**config.mk**
```make
export PLATFORM = sky130hd
export DESIGN_NAME = raid5_stripe_address_map_top
export DESIGN_NICKNAME = d
export VERILOG_FILES = /design/src/rtl/rsam_pkg.sv /design/src/rtl/rsam_div_stage.sv /design/src/rtl/rsam_map_out.sv /design/src/rtl/raid5_stripe_address_map_top.sv
export SDC_FILE = /design/constraint.sdc
export NUM_CORES = 1
export LEC_CHECK = 0
export ABC_AREA = 1
export BUFFER_PORTS_ARGS = -buffer_cell sky130_fd_sc_hd__buf_4
export CELL_PAD_IN_SITES_DETAIL_PLACEMENT = 1
export CELL_PAD_IN_SITES_GLOBAL_PLACEMENT = 1
export CORE_ASPECT_RATIO = 1.25
export CORE_UTILIZATION = 30
export DETAILED_ROUTE_END_ITERATION = 10
export HOLD_SLACK_MARGIN = 0.02
export PLACE_DENSITY = 0.53
export SYNTH_ARGS = -nofsm -noshare
export SYNTH_HDL_FRONTEND = slang
export SYNTH_HIERARCHICAL = 1
export SYNTH_SLANG_ARGS = --single-unit
```
**constraint.sdc**
```tcl
create_clock -name clk -period 9.1 [get_ports clk]
set_clock_uncertainty 0.05 [all_clocks]
set_input_delay 0.91 -clock clk [delete_from_list [all_inputs] [get_ports clk]]
set_output_delay 0.91 -clock clk [all_outputs]
set_load 0.01 [all_outputs]
```
**src/rtl/rsam_pkg.sv**
```systemverilog
// Shared types and constants for the RAID-5 stripe address map.
// Used by every module under rtl/; depends on nothing else.
package rsam_pkg;

  // Field widths
  localparam int SECTOR_W   = 40;
  localparam int MEMBER_W   = 4;
  localparam int COUNT_W    = MEMBER_W + 1;
  localparam int START_W    = 32;
  localparam int LAYOUT_W   = 2;

  // Chunk geometry: 1024 sectors per chunk
  localparam int CHUNK_LOG2 = 10;
  localparam int CHUNK_W    = SECTOR_W - CHUNK_LOG2;

  // Divider geometry: quotient digits of DIGIT_W bits, one digit per stage
  localparam int DIGIT_W    = 4;
  localparam int DIV_STAGES = (CHUNK_W + DIGIT_W - 1) / DIGIT_W;
  localparam int DIV_W      = DIV_STAGES * DIGIT_W;

  // Data member limits
  localparam logic [MEMBER_W-1:0] DM_MIN = MEMBER_W'(2);

  // Configuration register indexes
  localparam int CFG_IDX_W  = 2;
  localparam int CFG_DATA_W = 32;
  localparam logic [CFG_IDX_W-1:0] CFG_DATA_MEMBERS = 2'd0;
  localparam logic [CFG_IDX_W-1:0] CFG_PARITY_LAYOUT = 2'd1;
  localparam logic [CFG_IDX_W-1:0] CFG_DATA_START = 2'd2;

  // Configuration reset values
  localparam logic [MEMBER_W-1:0] RST_DATA_MEMBERS = 4'd4;
  localparam logic [LAYOUT_W-1:0] RST_PARITY_LAYOUT = 2'd3;
  localparam logic [START_W-1:0]  RST_DATA_START = 32'd4096;

  // Parity layouts
  localparam logic [LAYOUT_W-1:0] LAYOUT_LEFT_SYM   = 2'd0;
  localparam logic [LAYOUT_W-1:0] LAYOUT_RIGHT_SYM  = 2'd1;
  localparam logic [LAYOUT_W-1:0] LAYOUT_RIGHT_ASYM = 2'd2;
  localparam logic [LAYOUT_W-1:0] LAYOUT_LEFT_ASYM  = 2'd3;

  // Item state carried down the divider pipeline.
  // chunk_quot: unconsumed chunk bits at the top, quotient digits shift in at the bottom.
  typedef struct packed {
    logic [DIV_W-1:0]      chunk_quot;
    logic [MEMBER_W-1:0]   rem_dm;
    logic [MEMBER_W-1:0]   rem_n;
    logic [CHUNK_LOG2-1:0] pos;
  } div_item_t;

endpackage

```
**src/rtl/rsam_div_stage.sv**
```systemverilog
// One stage of the stripe divider: retires one quotient digit of chunk / data_members
// and folds that digit into stripe % members. Depends on rsam_pkg.
module rsam_div_stage (
  input  logic                               clk,
  input  logic                               rst_n,
  input  logic                               valid_i,
  output logic                               ready_o,
  input  rsam_pkg::div_item_t                item_i,
  input  logic [rsam_pkg::MEMBER_W-1:0]      dm_i,
  input  logic [rsam_pkg::COUNT_W-1:0]       n_i,
  output logic                               valid_o,
  input  logic                               ready_i,
  output rsam_pkg::div_item_t                item_o
);

  logic                valid_r;
  rsam_pkg::div_item_t item_r;
  rsam_pkg::div_item_t item_nxt;

  // Restoring division by dm, bit by bit, with the quotient bits reduced mod n
  always_comb begin
    logic [rsam_pkg::DIV_W-1:0]    acc;
    logic [rsam_pkg::MEMBER_W-1:0] rd;
    logic [rsam_pkg::MEMBER_W-1:0] rn;
    logic [rsam_pkg::COUNT_W-1:0]  td;
    logic [rsam_pkg::COUNT_W-1:0]  tn;
    logic                          qb;
    acc = item_i.chunk_quot;
    rd  = item_i.rem_dm;
    rn  = item_i.rem_n;
    for (int k = 0; k < rsam_pkg::DIGIT_W; k++) begin
      td = {rd, acc[rsam_pkg::DIV_W-1]};
      qb = (td >= {1'b0, dm_i});
      if (qb) begin
        td = td - {1'b0, dm_i};
      end
      rd  = td[rsam_pkg::MEMBER_W-1:0];
      acc = {acc[rsam_pkg::DIV_W-2:0], qb};
      tn  = {rn, qb};
      if (tn >= n_i) begin
        tn = tn - n_i;
      end
      rn = tn[rsam_pkg::MEMBER_W-1:0];
    end
    item_nxt.chunk_quot = acc;
    item_nxt.rem_dm     = rd;
    item_nxt.rem_n      = rn;
    item_nxt.pos        = item_i.pos;
  end

  // Take a new item when empty or when the next stage drains this one
  assign ready_o = !valid_r || ready_i;

  always_ff @(posedge clk) begin
    if (!rst_n) begin
      valid_r <= 1'b0;
    end else if (ready_o) begin
      valid_r <= valid_i;
    end
  end

  always_ff @(posedge clk) begin
    if (ready_o && valid_i) begin
      item_r <= item_nxt;
    end
  end

  assign valid_o = valid_r;
  assign item_o  = item_r;

endmodule

```
**src/rtl/rsam_map_out.sv**
```systemverilog
// Output stage: places parity and data on the members per the layout and forms
// the member sector, into the output register. Depends on rsam_pkg.
module rsam_map_out (
  input  logic                               clk,
  input  logic                               rst_n,
  input  logic                               valid_i,
  output logic                               ready_o,
  input  rsam_pkg::div_item_t                item_i,
  input  logic [rsam_pkg::COUNT_W-1:0]       n_i,
  input  logic [rsam_pkg::LAYOUT_W-1:0]      layout_i,
  input  logic [rsam_pkg::START_W-1:0]       start_i,
  output logic                               out_valid,
  input  logic                               out_ready,
  output logic [rsam_pkg::MEMBER_W-1:0]      out_member_index,
  output logic [rsam_pkg::SECTOR_W-1:0]      out_member_sector,
  output logic [rsam_pkg::MEMBER_W-1:0]      out_parity_index,
  output logic [rsam_pkg::SECTOR_W-1:0]      out_stripe_index
);

  logic                            valid_r;
  logic [rsam_pkg::MEMBER_W-1:0]   member_r;
  logic [rsam_pkg::SECTOR_W-1:0]   msec_r;
  logic [rsam_pkg::MEMBER_W-1:0]   parity_r;
  logic [rsam_pkg::SECTOR_W-1:0]   stripe_r;

  logic [rsam_pkg::MEMBER_W-1:0]   member_nxt;
  logic [rsam_pkg::SECTOR_W-1:0]   msec_nxt;
  logic [rsam_pkg::MEMBER_W-1:0]   parity_nxt;
  logic [rsam_pkg::SECTOR_W-1:0]   stripe_nxt;

  logic [rsam_pkg::CHUNK_W-1:0]    stripe;
  logic [rsam_pkg::MEMBER_W-1:0]   slot;
  logic [rsam_pkg::MEMBER_W-1:0]   srot;
  logic [rsam_pkg::MEMBER_W-1:0]   par_left;
  logic [rsam_pkg::COUNT_W-1:0]    sym_sum;
  logic [rsam_pkg::MEMBER_W-1:0]   member_sym;
  logic [rsam_pkg::MEMBER_W-1:0]   member_asym;

  assign stripe = item_i.chunk_quot[rsam_pkg::CHUNK_W-1:0];
  assign slot   = item_i.rem_dm;
  assign srot   = item_i.rem_n;

  // Parity counts down from the last member for the left layouts
  assign par_left = rsam_pkg::MEMBER_W'(n_i - rsam_pkg::COUNT_W'(1) - {1'b0, srot});

  always_comb begin
    case (layout_i)
      rsam_pkg::LAYOUT_LEFT_SYM,
      rsam_pkg::LAYOUT_LEFT_ASYM: parity_nxt = par_left;
      default:                    parity_nxt = srot;
    endcase
  end

  // Symmetric: data follows parity and wraps; asymmetric: data skips the parity member
  always_comb begin
    sym_sum = {1'b0, parity_nxt} + rsam_pkg::COUNT_W'(1) + {1'b0, slot};
    if (sym_sum >= n_i) begin
      sym_sum = sym_sum - n_i;
    end
    member_sym  = sym_sum[rsam_pkg::MEMBER_W-1:0];
    member_asym = slot + rsam_pkg::MEMBER_W'(slot >= parity_nxt);
  end

  always_comb begin
    case (layout_i)
      rsam_pkg::LAYOUT_LEFT_SYM,
      rsam_pkg::LAYOUT_RIGHT_SYM: member_nxt = member_sym;
      default:                    member_nxt = member_asym;
    endcase
  end

  // Member sector: start + stripe * chunk + offset; the offset fills the low bits
  assign msec_nxt   = rsam_pkg::SECTOR_W'(start_i) + {stripe, item_i.pos};
  assign stripe_nxt = rsam_pkg::SECTOR_W'(stripe);

  assign ready_o = !valid_r || out_ready;

  always_ff @(posedge clk) begin
    if (!rst_n) begin
      valid_r <= 1'b0;
    end else if (ready_o) begin
      valid_r <= valid_i;
    end
  end

  always_ff @(posedge clk) begin
    if (ready_o && valid_i) begin
      member_r <= member_nxt;
      msec_r   <= msec_nxt;
      parity_r <= parity_nxt;
      stripe_r <= stripe_nxt;
    end
  end

  assign out_valid         = valid_r;
  assign out_member_index  = member_r;
  assign out_member_sector = msec_r;
  assign out_parity_index  = parity_r;
  assign out_stripe_index  = stripe_r;

endmodule

```
**src/rtl/raid5_stripe_address_map_top.sv**
```systemverilog
// RAID-5 stripe address map: maps a logical sector to member disk, member sector,
// parity member and stripe. Depends on rsam_pkg, rsam_div_stage and rsam_map_out.
//
// Usage:
//   Input channel in_valid/in_ready carries one logical sector per item.
//   Result channel out_valid/out_ready returns one item per input, in order:
//   member index, member sector, parity member index and stripe index.
//   cfg_wr_en/cfg_index/cfg_data write data_members (0), parity_layout (1)
//   and data_start_sector (2); index 3 is ignored. Write only while idle.
// Timing:
//   Eight divider stages, each retiring one 4-bit digit of chunk / data_members
//   and reducing the stripe mod member count, then one output stage; each stage
//   registers its item. One item per cycle is sustained while out_ready is
//   high. The divider digit chain in each stage sets the clock.
// Reset and stall:
//   Reset empties the pipeline and loads data_members 4, left-asymmetric layout
//   and data start 4096. Every stage holds its item while the one after it is
//   full and stalled; empty stages keep filling, so a stalled receiver blocks
//   the input only once the whole pipeline is full.
module raid5_stripe_address_map_top (
  input  logic                                clk,
  input  logic                                rst_n,
  input  logic                                in_valid,
  output logic                                in_ready,
  input  logic [rsam_pkg::SECTOR_W-1:0]       in_logical_sector,
  output logic                                out_valid,
  input  logic                                out_ready,
  output logic [rsam_pkg::MEMBER_W-1:0]       out_member_index,
  output logic [rsam_pkg::SECTOR_W-1:0]       out_member_sector,
  output logic [rsam_pkg::MEMBER_W-1:0]       out_parity_index,
  output logic [rsam_pkg::SECTOR_W-1:0]       out_stripe_index,
  input  logic                                cfg_wr_en,
  input  logic [rsam_pkg::CFG_IDX_W-1:0]      cfg_index,
  input  logic [rsam_pkg::CFG_DATA_W-1:0]     cfg_data
);

  localparam int NS = rsam_pkg::DIV_STAGES;

  logic [rsam_pkg::MEMBER_W-1:0]  dm_r;
  logic [rsam_pkg::LAYOUT_W-1:0]  layout_r;
  logic [rsam_pkg::START_W-1:0]   start_r;

  logic [rsam_pkg::MEMBER_W-1:0]  dm_eff;
  logic [rsam_pkg::COUNT_W-1:0]   n_members;

  rsam_pkg::div_item_t            item_in;
  rsam_pkg::div_item_t            items [NS+1];
  logic [NS:0]                    valids;
  logic [NS:0]                    readys;

  // Configuration registers
  always_ff @(posedge clk) begin
    if (!rst_n) begin
      dm_r     <= rsam_pkg::RST_DATA_MEMBERS;
      layout_r <= rsam_pkg::RST_PARITY_LAYOUT;
      start_r  <= rsam_pkg::RST_DATA_START;
    end else if (cfg_wr_en) begin
      unique case (cfg_index)
        rsam_pkg::CFG_DATA_MEMBERS:  dm_r     <= cfg_data[rsam_pkg::MEMBER_W-1:0];
        rsam_pkg::CFG_PARITY_LAYOUT: layout_r <= cfg_data[rsam_pkg::LAYOUT_W-1:0];
        rsam_pkg::CFG_DATA_START:    start_r  <= cfg_data[rsam_pkg::START_W-1:0];
        default: ;
      endcase
    end
  end

  // Clamp data members to at least two; the 4-bit field cannot exceed the maximum
  assign dm_eff    = (dm_r < rsam_pkg::DM_MIN) ? rsam_pkg::DM_MIN : dm_r;
  assign n_members = {1'b0, dm_eff} + rsam_pkg::COUNT_W'(1);

  // Split the sector into chunk number and offset within the chunk
  always_comb begin
    item_in.chunk_quot = rsam_pkg::DIV_W'(in_logical_sector[rsam_pkg::SECTOR_W-1:
                                                            rsam_pkg::CHUNK_LOG2]);
    item_in.rem_dm     = '0;
    item_in.rem_n      = '0;
    item_in.pos        = in_logical_sector[rsam_pkg::CHUNK_LOG2-1:0];
  end

  assign items[0]  = item_in;
  assign valids[0] = in_valid;
  assign in_ready  = readys[0];

  // Divider pipeline
  for (genvar s = 0; s < NS; s++) begin : g_div
    rsam_div_stage u_stage (
      .clk     (clk),
      .rst_n   (rst_n),
      .valid_i (valids[s]),
      .ready_o (readys[s]),
      .item_i  (items[s]),
      .dm_i    (dm_eff),
      .n_i     (n_members),
      .valid_o (valids[s+1]),
      .ready_i (readys[s+1]),
      .item_o  (items[s+1])
    );
  end

  // Layout and member sector, registered at the output
  rsam_map_out u_out (
    .clk               (clk),
    .rst_n             (rst_n),
    .valid_i           (valids[NS]),
    .ready_o           (readys[NS]),
    .item_i            (items[NS]),
    .n_i               (n_members),
    .layout_i          (layout_r),
    .start_i           (start_r),
    .out_valid         (out_valid),
    .out_ready         (out_ready),
    .out_member_index  (out_member_index),
    .out_member_sector (out_member_sector),
    .out_parity_index  (out_parity_index),
    .out_stripe_index  (out_stripe_index)
  );

endmodule
```
==> results by group, run 1 <==
CTS
  – Clk buf depth: 3
  – Post-CTS setup buffer count: 0
  – Clk pin slew, worst setup/hold paths: ~0.06 ns
  – H-Tree Depth: 2
  – TritonCTS Sinks: a little over 500
  – Hold buffer count at cts: 0
  – Clock tree from TritonCTS: yes
  – Root Driver: clkbuf_16
  – Num CTS Buffers: 60
  – Resize count post-CTS: 0
  – Skew-Pair Late Insertion Delay: around 0.67 ns

Worst hold path
  – Hold Path Class: reg -> reg
  – WHS Path Cells: 0

Die
  – Die width: between 300 and 400 um
  – Placement Rows: between 100 and 150
  – Io pins: ~170
  – Starting density of the core: 0.304
  – Die area: roughly 0.11 mm2
  – Chip height: 379 um
  – Core ar.: 0.112 mm2

Critical path
  – Max FO, Critical Path: 10
  – CP endpoint: g_div[2].u_stage/item_o[11]$_DFFE_PP_
  – FF-to-FF End: g_div[2].u_stage/item_o[11]$_DFFE_PP_
  – CP Launch Type: register
  – Max stage delay on crit path: around 0.54 ns
  – Worst Path Arrival: ~8.4 ns
  – Crit path from: dm_r[1]$_SDFFE_PN0P_
  – Worst path required time: between 9 and 10 ns
  – Reg2Reg Setup Slack: 1.08 ns
  – Category of the most critical setup path: reg -> reg
  – Crit path max-delay cell type: a21oi_4
  – Top cell by count, worst path: nand2_1
  – Setup crit end kind: register
  – FF-to-FF Start: dm_r[1]$_SDFFE_PN0P_
  – Worst R2R Path Depth: 44

GRT
  – Vias in the first global route: roughly 26000
  – First-pass GRT wire length: roughly 150 mm
  – Largest net degree at the start of global routing: between 60 and 70
  – Total Routing Usage GR: 0.167
  – Initial antenna violation count: 2
  – Remaining Overflow, GRT: 0

Placed design
  – Placed Instance Area: roughly 0.037 mm2
  – Port Buffers: roughly 160
  – Placed instance count: roughly 5300
  – HPWL Detailed: about 76 mm
  – GPL Wtd Cong: around 0.8

Timing
  – Fin. Hold Viols: 0
  – Endpoints failing setup: 0
  – Worst slew pin tran: between 0.9 and 1 ns
  – Setup TNS: 0 ns
  – Max-slew headroom: 0.359
  – Period utilisation layout: 0.882
  – Unrepaired setup endpoints after global routing: false
  – Fin crit period: between 8 and 9 ns
  – Fmax: roughly 120 MHz
  – Slew Limit Fails: 0

Routing
  – Via count: between 20000 and 25000
  – Post-route ant nets: 0
  – DRC: 0
  – Drt initial violations: 710
  – Post-Route WL: between 90 and 100 mm
  – Vias per std cell: between 4 and 5
  – Routed length per instance: 17.4 um
  – Pre-antenna DRT Iters: 4

Logic synthesis
  – Syn. warnings: 6
  – Post-Syn Area per Cell: roughly 9.2 um2
  – Cell area after synthesis: roughly 0.034 mm2
  – Post-Syn Instances: between 3000 and 4000

Finish
  – Post-Layout Cell Count: between 5000 and 6000
  – Final net count: 4438
  – Final instance area: between 0.03 and 0.04 mm2
  – Area delta synth->final: 15.5%
  – Ant. Diodes: 0
  – Layout cells sized above 1: 0.130

Run
  – Maxcap violations: 0

Outcome
  – Status: finished, final reports clean
-- area by class of cell --
cell class	count	area, um2
repair buffers	192	1470
flip-flops and latches	509	14800
clock buffers	69	1560
inverters	633	2390
fillers	13000	72800
well taps	1459	1830
clock inverters	42	369
multi-input cells	2546	16900
-- placed cells by master, fill, tap and decap left out, types with 11 or more instances in the layout --
master and instances:
clkinv_2 16, a21oi_2 16, buf_4 190, conb_1 31, nand4_1 41, ha_1 349, edfxtp_1 462, nand2_1 918
nor3_1 50, nor2_1 208, clkbuf_16 61, xnor2_1 68, dfxtp_1 47, o21ai_1 18, a21oi_1 115, nor2_2 22
nand2_2 41, nor2_4 11, nand2_4 57, xor2_1 71, nand3_4 21, nand3b_1 21, o21ai_0 91, clkinv_1 13
a31oi_1 12, nand3_1 189, fa_1 68, or2_2 14, inv_1 614
-- worst max-delay path: cells and delay by family, from the launching register on --
family                     cells  cell delay (ns)
and+or+nand+nor               20             2.37
AOI/OAI and AO/OA             11             2.83
adders and majority gates      5             1.26
buffers and inverters          8             0.84
DFF                            1             0.41
-- metrics by stage --
stage | hold WS (ns) | setup slack (ns) | utilization
CTS | 0.304 | 0.910 | 0.351
global placement | 0.351 | 1.05 | 0.334
finish | 0.354 | 1.08 | 0.351
detailed placement | 0.355 | 0.946 | 0.334
global route | 0.324 | 0.155 | 0.351
floorplan | 0.350 | 1.14 | -
-- per-layer routing --
metal | track usage | share of wire | vias up
met5 | 0 | 0 | -
met4 | 0.0375 | 0.020 | 0
met3 | 0.0200 | 0.025 | 96
met2 | 0.309 | 0.51 | 260
met1 | 0.206 | 0.44 | 11800
li1 | - | - | 12600
-- sequential cells by signal, indices dropped and copies added (netlist names) --
name,flops
dm_r,4
u_out/out_parity_index,4
start_r,32
g_div.u_stage/valid_o,8
u_out/out_stripe_index,30
u_out/out_valid,1
u_out/out_member_sector,40
u_out/out_member_index,4
g_div.u_stage/item_o,384
layout_r,2
-- worst min-delay path by stage --
stage	end	startpoint	slack, ns
final	g_div[4].u_stage/item_o[7]$_DFFE_PP_	g_div[3].u_stage/item_o[7]$_DFFE_PP_	0.35
after global routing	g_div[0].u_stage/item_o[46]$_DFFE_PP_	in_logical_sector[34]	0.32
after CTS	g_div[0].u_stage/item_o[48]$_DFFE_PP_	in_logical_sector[36]	0.30
after detailed placement	g_div[1].u_stage/item_o[4]$_DFFE_PP_	g_div[0].u_stage/item_o[4]$_DFFE_PP_	0.36
after global placement	g_div[1].u_stage/item_o[8]$_DFFE_PP_	g_div[0].u_stage/item_o[8]$_DFFE_PP_	0.35
after floorplan	g_div[1].u_stage/item_o[0]$_DFFE_PP_	g_div[0].u_stage/item_o[0]$_DFFE_PP_	0.35
Power of run 1 is not shown: default switching activity piles up to over one toggle a cycle in this logic, so the estimate is an artifact.
==> run 2: changes to the inputs <==
--- a/config.mk
+++ b/config.mk
@@ -6,11 +6,12 @@
 export NUM_CORES = 1
 export LEC_CHECK = 0
 export ABC_AREA = 1
-export BUFFER_PORTS_ARGS = -buffer_cell sky130_fd_sc_hd__buf_4
+export BUFFER_PORTS_ARGS = -buffer_cell sky130_fd_sc_hd__buf_2
 export CELL_PAD_IN_SITES_DETAIL_PLACEMENT = 1
 export CELL_PAD_IN_SITES_GLOBAL_PLACEMENT = 1
 export CORE_ASPECT_RATIO = 1.25
 export CORE_UTILIZATION = 30
+export CTS_BUF_LIST = sky130_fd_sc_hd__clkbuf_8
 export DETAILED_ROUTE_END_ITERATION = 10
 export HOLD_SLACK_MARGIN = 0.02
 export PLACE_DENSITY = 0.53
==> run 2 against run 1 <==
Effect of this change:
- final cell count rose by 1.3%
- non-clock buffer count decreased by 4
- register-to-register slack worse by 0.08 ns
- hold slack got worse by 0.11 ns
- clock-buffer cell count grew 34
==> results by group, run 2 (synthesis gave the netlist of run 1 again) <==
Outcome
  – Status: finished, final reports clean

Routing
  – Post-Route WL: 95.1 mm (+0.32%)
  – Routed length per instance: 17.2 um (-0.95%)
  – Drt initial violations: 866 (+22%)
  – Pre-antenna DRT Iters: 5 (+1)
  – DRC: 0 (unchanged)
  – Post-route ant nets: 0 (unchanged)
  – Via count: 25000 (+1.1%)
  – Vias per std cell: 4.54 (-0.22%)

Timing
  – Fin. Hold Viols: 0 (unchanged)
  – Endpoints failing setup: 0 (unchanged)
  – Worst Hold Margin: 0.242 ns (-0.111 ns)
  – Fin crit period: 8.10 ns (+0.0753 ns)
  – Unrepaired setup endpoints after global routing: false
  – Max-slew headroom: 0.314 (-0.0445)
  – Worst slew pin tran: 1.03 ns (+0.0689 ns)
  – Slew Limit Fails: 0 (unchanged)
  – Fmax: 123 MHz (-0.93%)
  – Period utilisation layout: 0.890 (+0.00827)
  – Setup TNS: 0 ns (unchanged)

Die
  – Starting density of the core: 0.304 (unchanged)
  – Die width: 303 um (unchanged)
  – Core ar.: 0.112 mm2 (unchanged)
  – Chip height: 379 um (unchanged)
  – Io pins: 169 (unchanged)
  – Die area: 0.115 mm2 (unchanged)
  – Placement Rows: 137 (unchanged)

Finish
  – # fillers: 13200 (+1.7%)
  – Layout cells sized above 1: 0.137 (+0.00680)
  – Final net count: 4471 (+0.74%)
  – Commonest non-fill, non-tap cell in the layout: nand2_1
  – Most frequent cells in the layout: 918 x nand2_1, 644 x inv_1, 462 x edfxtp_1
  – Final instance area: 0.0389 mm2 (-1.0%)
  – Max reg flops: 384 (unchanged)
  – Area delta synth->final: 14.3%

Critical path
  – Crit path max-delay cell type: a21oi_1
  – FF-to-FF Start: dm_r[3]$_SDFFE_PN0P_
  – FF-to-FF End: g_div[7].u_stage/item_o[13]$_DFFE_PP_
  – Worst path required time: 9.56 ns (+0.10 ns)
  – Top cell by count, worst path: nand2_1
  – Max FO, Critical Path: 10 (unchanged)
  – Max stage delay on crit path: 0.47 ns (-0.07 ns)
  – Category of the most critical setup path: reg -> reg
  – Worst R2R Path Depth: 48 (+9.1%)
  – Reg2Reg Setup Slack: 1.00 ns (-0.08 ns)
  – Worst Path Arrival: 8.56 ns (+0.18 ns)
  – Setup crit end kind: register
  – CP Launch Type: register

CTS
  – Clock tree from TritonCTS: yes
  – Clk pin slew, worst setup/hold paths: 0.07 ns (about the same)
  – TritonCTS Sinks: 509 (unchanged)
  – Clk buf depth: 3 (unchanged)
  – Post-CTS setup buffer count: 0 (unchanged)
  – Root Driver: clkbuf_8
  – Skew-Pair Late Insertion Delay: 0.79 ns (+0.12 ns)
  – Hold buffer count at cts: 0 (unchanged)
  – Resize count post-CTS: 0 (unchanged)
  – H-Tree Depth: 3 (+1)
  – Num CTS Buffers: 97 (+62%)

Placed design
  – Port Buffers: 158 (unchanged)
  – HPWL Detailed: 74.6 mm (-1.3%)
  – GPL Wtd Cong: 0.815 (-0.42%)
  – Placed Instance Area: 0.0369 mm2 (-1.2%)

GRT
  – Vias in the first global route: 26700 (+1.0%)
  – Initial antenna violation count: 3 (+1)
  – Largest net degree at the start of global routing: 64 (unchanged)
  – Total Routing Usage GR: 0.168 (+0.000363)
  – Remaining Overflow, GRT: 0 (unchanged)
  – First-pass GRT wire length: 147 mm (-0.59%)

Worst hold path
  – Hold path startpoint: in_logical_sector[23]
  – WHS Path Cells: 1 (+1)
  – Hold Path Class: in -> reg
  – Min-Delay Endpoint: g_div[0].u_stage/item_o[35]$_DFFE_PP_

Run
  – Maxcap violations: 0 (unchanged)
-- run 2: cell count changes in the layout (fill, tap and decap cells not counted), sizes merged --
cell	previous run	this run
bufinv	4	6
diode	0	5
inv	633	664
clkinvlp	5	2
buf	192	188
clkinv	33	38
clkbuf	69	103
-- run 2: how the worst max path moves through the flow --
stage          cells past startpoint                                    end  slack, ns                  from
2_1_floorplan                     32  g_div[2].u_stage/item_o[11]$_DFFE_PP_       1.14  dm_r[2]$_SDFFE_PN1P_
3_3_place_gp                      42  g_div[2].u_stage/item_o[11]$_DFFE_PP_       0.94  dm_r[3]$_SDFFE_PN0P_
3_5_place_dp                      48  g_div[7].u_stage/item_o[13]$_DFFE_PP_       0.95  dm_r[3]$_SDFFE_PN0P_
4_1_cts                           48  g_div[7].u_stage/item_o[13]$_DFFE_PP_       0.90  dm_r[3]$_SDFFE_PN0P_
5_1_grt                           48  g_div[7].u_stage/item_o[13]$_DFFE_PP_       0.03  dm_r[3]$_SDFFE_PN0P_
6_report                          48  g_div[7].u_stage/item_o[13]$_DFFE_PP_       1.00  dm_r[3]$_SDFFE_PN0P_
-- run 2: layout make-up --
| class | instances | area (um2) | share of cell area |
|---|---|---|---|
| Inverter | 633 | 2390 | 0.0613 |
| Timing Repair Buffer | 188 | 1020 | 0.0261 |
| Tap cell | 1459 | 1830 | 0.0469 |
| Clock buffer | 103 | 1420 | 0.0364 |
| Multi-Input combinational cell | 2546 | 16900 | 0.434 |
| Clock inverter | 77 | 551 | 0.0141 |
| Antenna cell | 5 | 12.5 | 0.000321 |
| Sequential cell | 509 | 14800 | 0.381 |
-- run 2: worst max-delay path, delay by kind of cell (launching register included) --
kind,cells,cell delay [ns]
fa+ha+maj,5,1.50
simple gates,28,3.63
buf+inv,10,1.29
flops,1,0.30
compound gates,5,1.05
-- run 2: stage by stage --
stage | setup slack (ns) | util | instances
after global placement | 0.941 | 0.330 | 5335
after detailed placement | 0.951 | 0.330 | 5335
final | 1.00 | 0.347 | 5520
after CTS | 0.900 | 0.347 | 5515
after global routing | 0.0295 | 0.347 | 5518
after floorplan | 1.14 | - | 3711
-- run 2: metal layers --
layer | track usage | part of all wire | vias up
met3 | 0.0242 | 0.029 | 122
li1 | - | - | 12700
met4 | 0.0558 | 0.026 | 0
met1 | 0.204 | 0.44 | 11900
met2 | 0.301 | 0.50 | 321
met5 | 0 | 0 | -
Power of run 2 is left out for the same reason.
==> run 3: changes to the inputs <==
--- a/config.mk
+++ b/config.mk
@@ -6,7 +6,7 @@
 export NUM_CORES = 1
 export LEC_CHECK = 0
 export ABC_AREA = 1
-export BUFFER_PORTS_ARGS = -buffer_cell sky130_fd_sc_hd__buf_2
+export BUFFER_PORTS_ARGS = -buffer_cell sky130_fd_sc_hd__buf_4
 export CELL_PAD_IN_SITES_DETAIL_PLACEMENT = 1
 export CELL_PAD_IN_SITES_GLOBAL_PLACEMENT = 1
 export CORE_ASPECT_RATIO = 1.25
@@ -14,6 +14,7 @@
 export CTS_BUF_LIST = sky130_fd_sc_hd__clkbuf_8
 export DETAILED_ROUTE_END_ITERATION = 10
 export HOLD_SLACK_MARGIN = 0.02
+export MAX_ROUTING_LAYER = met4
 export PLACE_DENSITY = 0.53
 export SYNTH_ARGS = -nofsm -noshare
 export SYNTH_HDL_FRONTEND = slang
==> run 3 against run 2 <==
Effect of this change:
- first-iteration DRC count fell by 10%
- register-to-register slack improved by 0.10 ns
- wire length rose by 0.37%
- via count fell by 0.52%
- sequential share of layout area fell by 0.40 points
- die area did not move
- critical path type unchanged
- clock-buffer cell count fell by 7
==> results by group, run 3 (synthesis gave the netlist of run 1 again) <==
Placed design
  – Port Buffers: 158 (unchanged)
  – GPL Wtd Cong: 0.831 (+1.9%)
  – HPWL Detailed: 75.6 mm (+1.3%)

Finish
  – Max reg flops: 384 (unchanged)
  – Layout cells sized above 1: 0.136 (-0.000785)
  – Commonest non-fill, non-tap cell in the layout: nand2_1
  – Final net count: 4472 (+0.022%)
  – Final core occ: 0.351 (+0.00372)
  – Most frequent cells in the layout: 918 x nand2_1, 638 x inv_1, 462 x edfxtp_1
  – Area delta synth->final: 15.6%

Timing
  – Slew Limit Fails: 0 (unchanged)
  – Setup TNS: 0 ns (unchanged)
  – Unrepaired setup endpoints after global routing: false
  – Fin crit period: 8.00 ns (-0.101 ns)
  – Fmax: 125 MHz (+1.3%)
  – Max-slew headroom: 0.354 (+0.0393)
  – Fin. Hold Viols: 0 (unchanged)
  – Endpoints failing setup: 0 (unchanged)
  – Period utilisation layout: 0.879 (-0.0111)
  – Worst slew pin tran: 0.967 ns (-0.0611 ns)

CTS
  – Skew-Pair Late Insertion Delay: 0.77 ns (-0.02 ns)
  – Post-CTS setup buffer count: 0 (unchanged)
  – Clk buf depth: 3 (unchanged)
  – Clock tree from TritonCTS: yes
  – Resize count post-CTS: 0 (unchanged)
  – Clk pin slew, worst setup/hold paths: 0.07 ns (about the same)
  – TritonCTS Sinks: 509 (unchanged)
  – H-Tree Depth: 3 (unchanged)
  – Hold buffer count at cts: 0 (unchanged)
  – Root Driver: clkbuf_8
  – Num CTS Buffers: 94 (-3.1%)

Worst hold path
  – Hold Path Class: in -> reg
  – WHS Path Cells: 1 (unchanged)

Die
  – Chip height: 379 um (unchanged)
  – Placement Rows: 137 (unchanged)
  – Die area: 0.115 mm2 (unchanged)
  – Die width: 303 um (unchanged)
  – Io pins: 169 (unchanged)
  – Core ar.: 0.112 mm2 (unchanged)
  – Starting density of the core: 0.304 (unchanged)

GRT
  – First-pass GRT wire length: 149 mm (+1.4%)
  – Initial antenna violation count: 3 (unchanged)
  – Global routing's busiest layer: met2
  – Met2 usage: 0.310 (+0.00984)
  – Grt met1 use: 0.205 (+0.000847)
  – Vias in the first global route: 26700 (+0.019%)
  – Total Routing Usage GR: 0.175 (+0.00715)
  – Largest net degree at the start of global routing: 64 (unchanged)
  – Remaining Overflow, GRT: 0 (unchanged)
  – Met3 usage: 0.0232 (-0.000973)

Critical path
  – Category of the most critical setup path: reg -> reg
  – Top cell by count, worst path: nand2_1
  – Max FO, Critical Path: 9 (-1)
  – Crit path max-delay cell type: a21oi_1
  – Setup crit end kind: register
  – Worst path required time: 9.59 ns (+0.03 ns)
  – Worst Path Arrival: 8.49 ns (-0.07 ns)
  – Max stage delay on crit path: 0.43 ns (-0.04 ns)
  – Worst R2R Path Depth: 44 (-8.3%)
  – CP Launch Type: register

Routing
  – Post-Route WL: 95.5 mm (+0.37%)
  – Vias per std cell: 4.52 (-0.34%)
  – DRC: 0 (unchanged)
  – Routed length per instance: 17.3 um (+0.55%)
  – Drt initial violations: 776 (-10%)
  – Via count: 24900 (-0.52%)
  – Post-route ant nets: 0 (unchanged)
  – Pre-antenna DRT Iters: 5 (unchanged)

Run
  – Maxcap violations: 0 (unchanged)

Outcome
  – Status: finished, final reports clean
==> run 3: cell count changes in the layout (fill, tap and decap cells not counted), sizes merged <==
cell and change:
buf +4, bufinv +4, clkbuf -7, clkinv -1, clkinvlp +1, diode -4
inv -7
==> run 3: path summary, 6_finish.rpt <==
kind	slack [ns]	to	start
min reg2reg	0.36	g_div[4].u_stage/item_o[7]$_DFFE_PP_	g_div[3].u_stage/item_o[7]$_DFFE_PP_
min	0.25	g_div[0].u_stage/item_o[45]$_DFFE_PP_	in_logical_sector[33]
max reg2reg	1.10	g_div[2].u_stage/item_o[10]$_DFFE_PP_	dm_r[3]$_SDFFE_PN0P_
max	1.10	g_div[2].u_stage/item_o[10]$_DFFE_PP_	dm_r[3]$_SDFFE_PN0P_
==> run 3: critical path, delay by kind of cell, from the launching register on <==
| kind | cells | cell delay, ns |
|---|---|---|
| AOI/OAI and AO/OA | 8 | 2.09 |
| adders and majority gates | 5 | 1.50 |
| buffers and inverters | 8 | 1.18 |
| DFF | 1 | 0.31 |
| muxes | 1 | 0.34 |
| and+or+nand+nor | 22 | 2.30 |
==> run 3: final cells by class <==
class / count / area, um2
clock inverter: 74 / 623
antenna: 1 / 2.50
sequential: 509 / 14800
timing repair buffer: 192 / 1470
tap: 1459 / 1830
fill: 13000 / 72800
clock buffer: 96 / 1320
inverter: 633 / 2390
multi-input combinational: 2546 / 16900
==> run 3: metrics by stage <==
step | hold slack [ns] | instances | setup slack, ns | instance area [um2]
final | 0.252 | 5510 | 1.10 | 39300
after global placement | 0.351 | 5339 | 1.05 | 37400
after global routing | 0.173 | 5510 | 0.183 | 39300
after floorplan | 0.350 | 3711 | 1.14 | 34200
after CTS | 0.131 | 5509 | 0.962 | 39300
after detailed placement | 0.355 | 5339 | 0.946 | 37400
==> run 3: per-layer routing <==
layer / vias to the layer above / share of wire
met5: - / 0
met4: 0 / 0.020
met3: 120 / 0.026
met2: 268 / 0.51
met1: 11900 / 0.44
li1: 12600 / -
Power of run 3 is left out for the same reason.
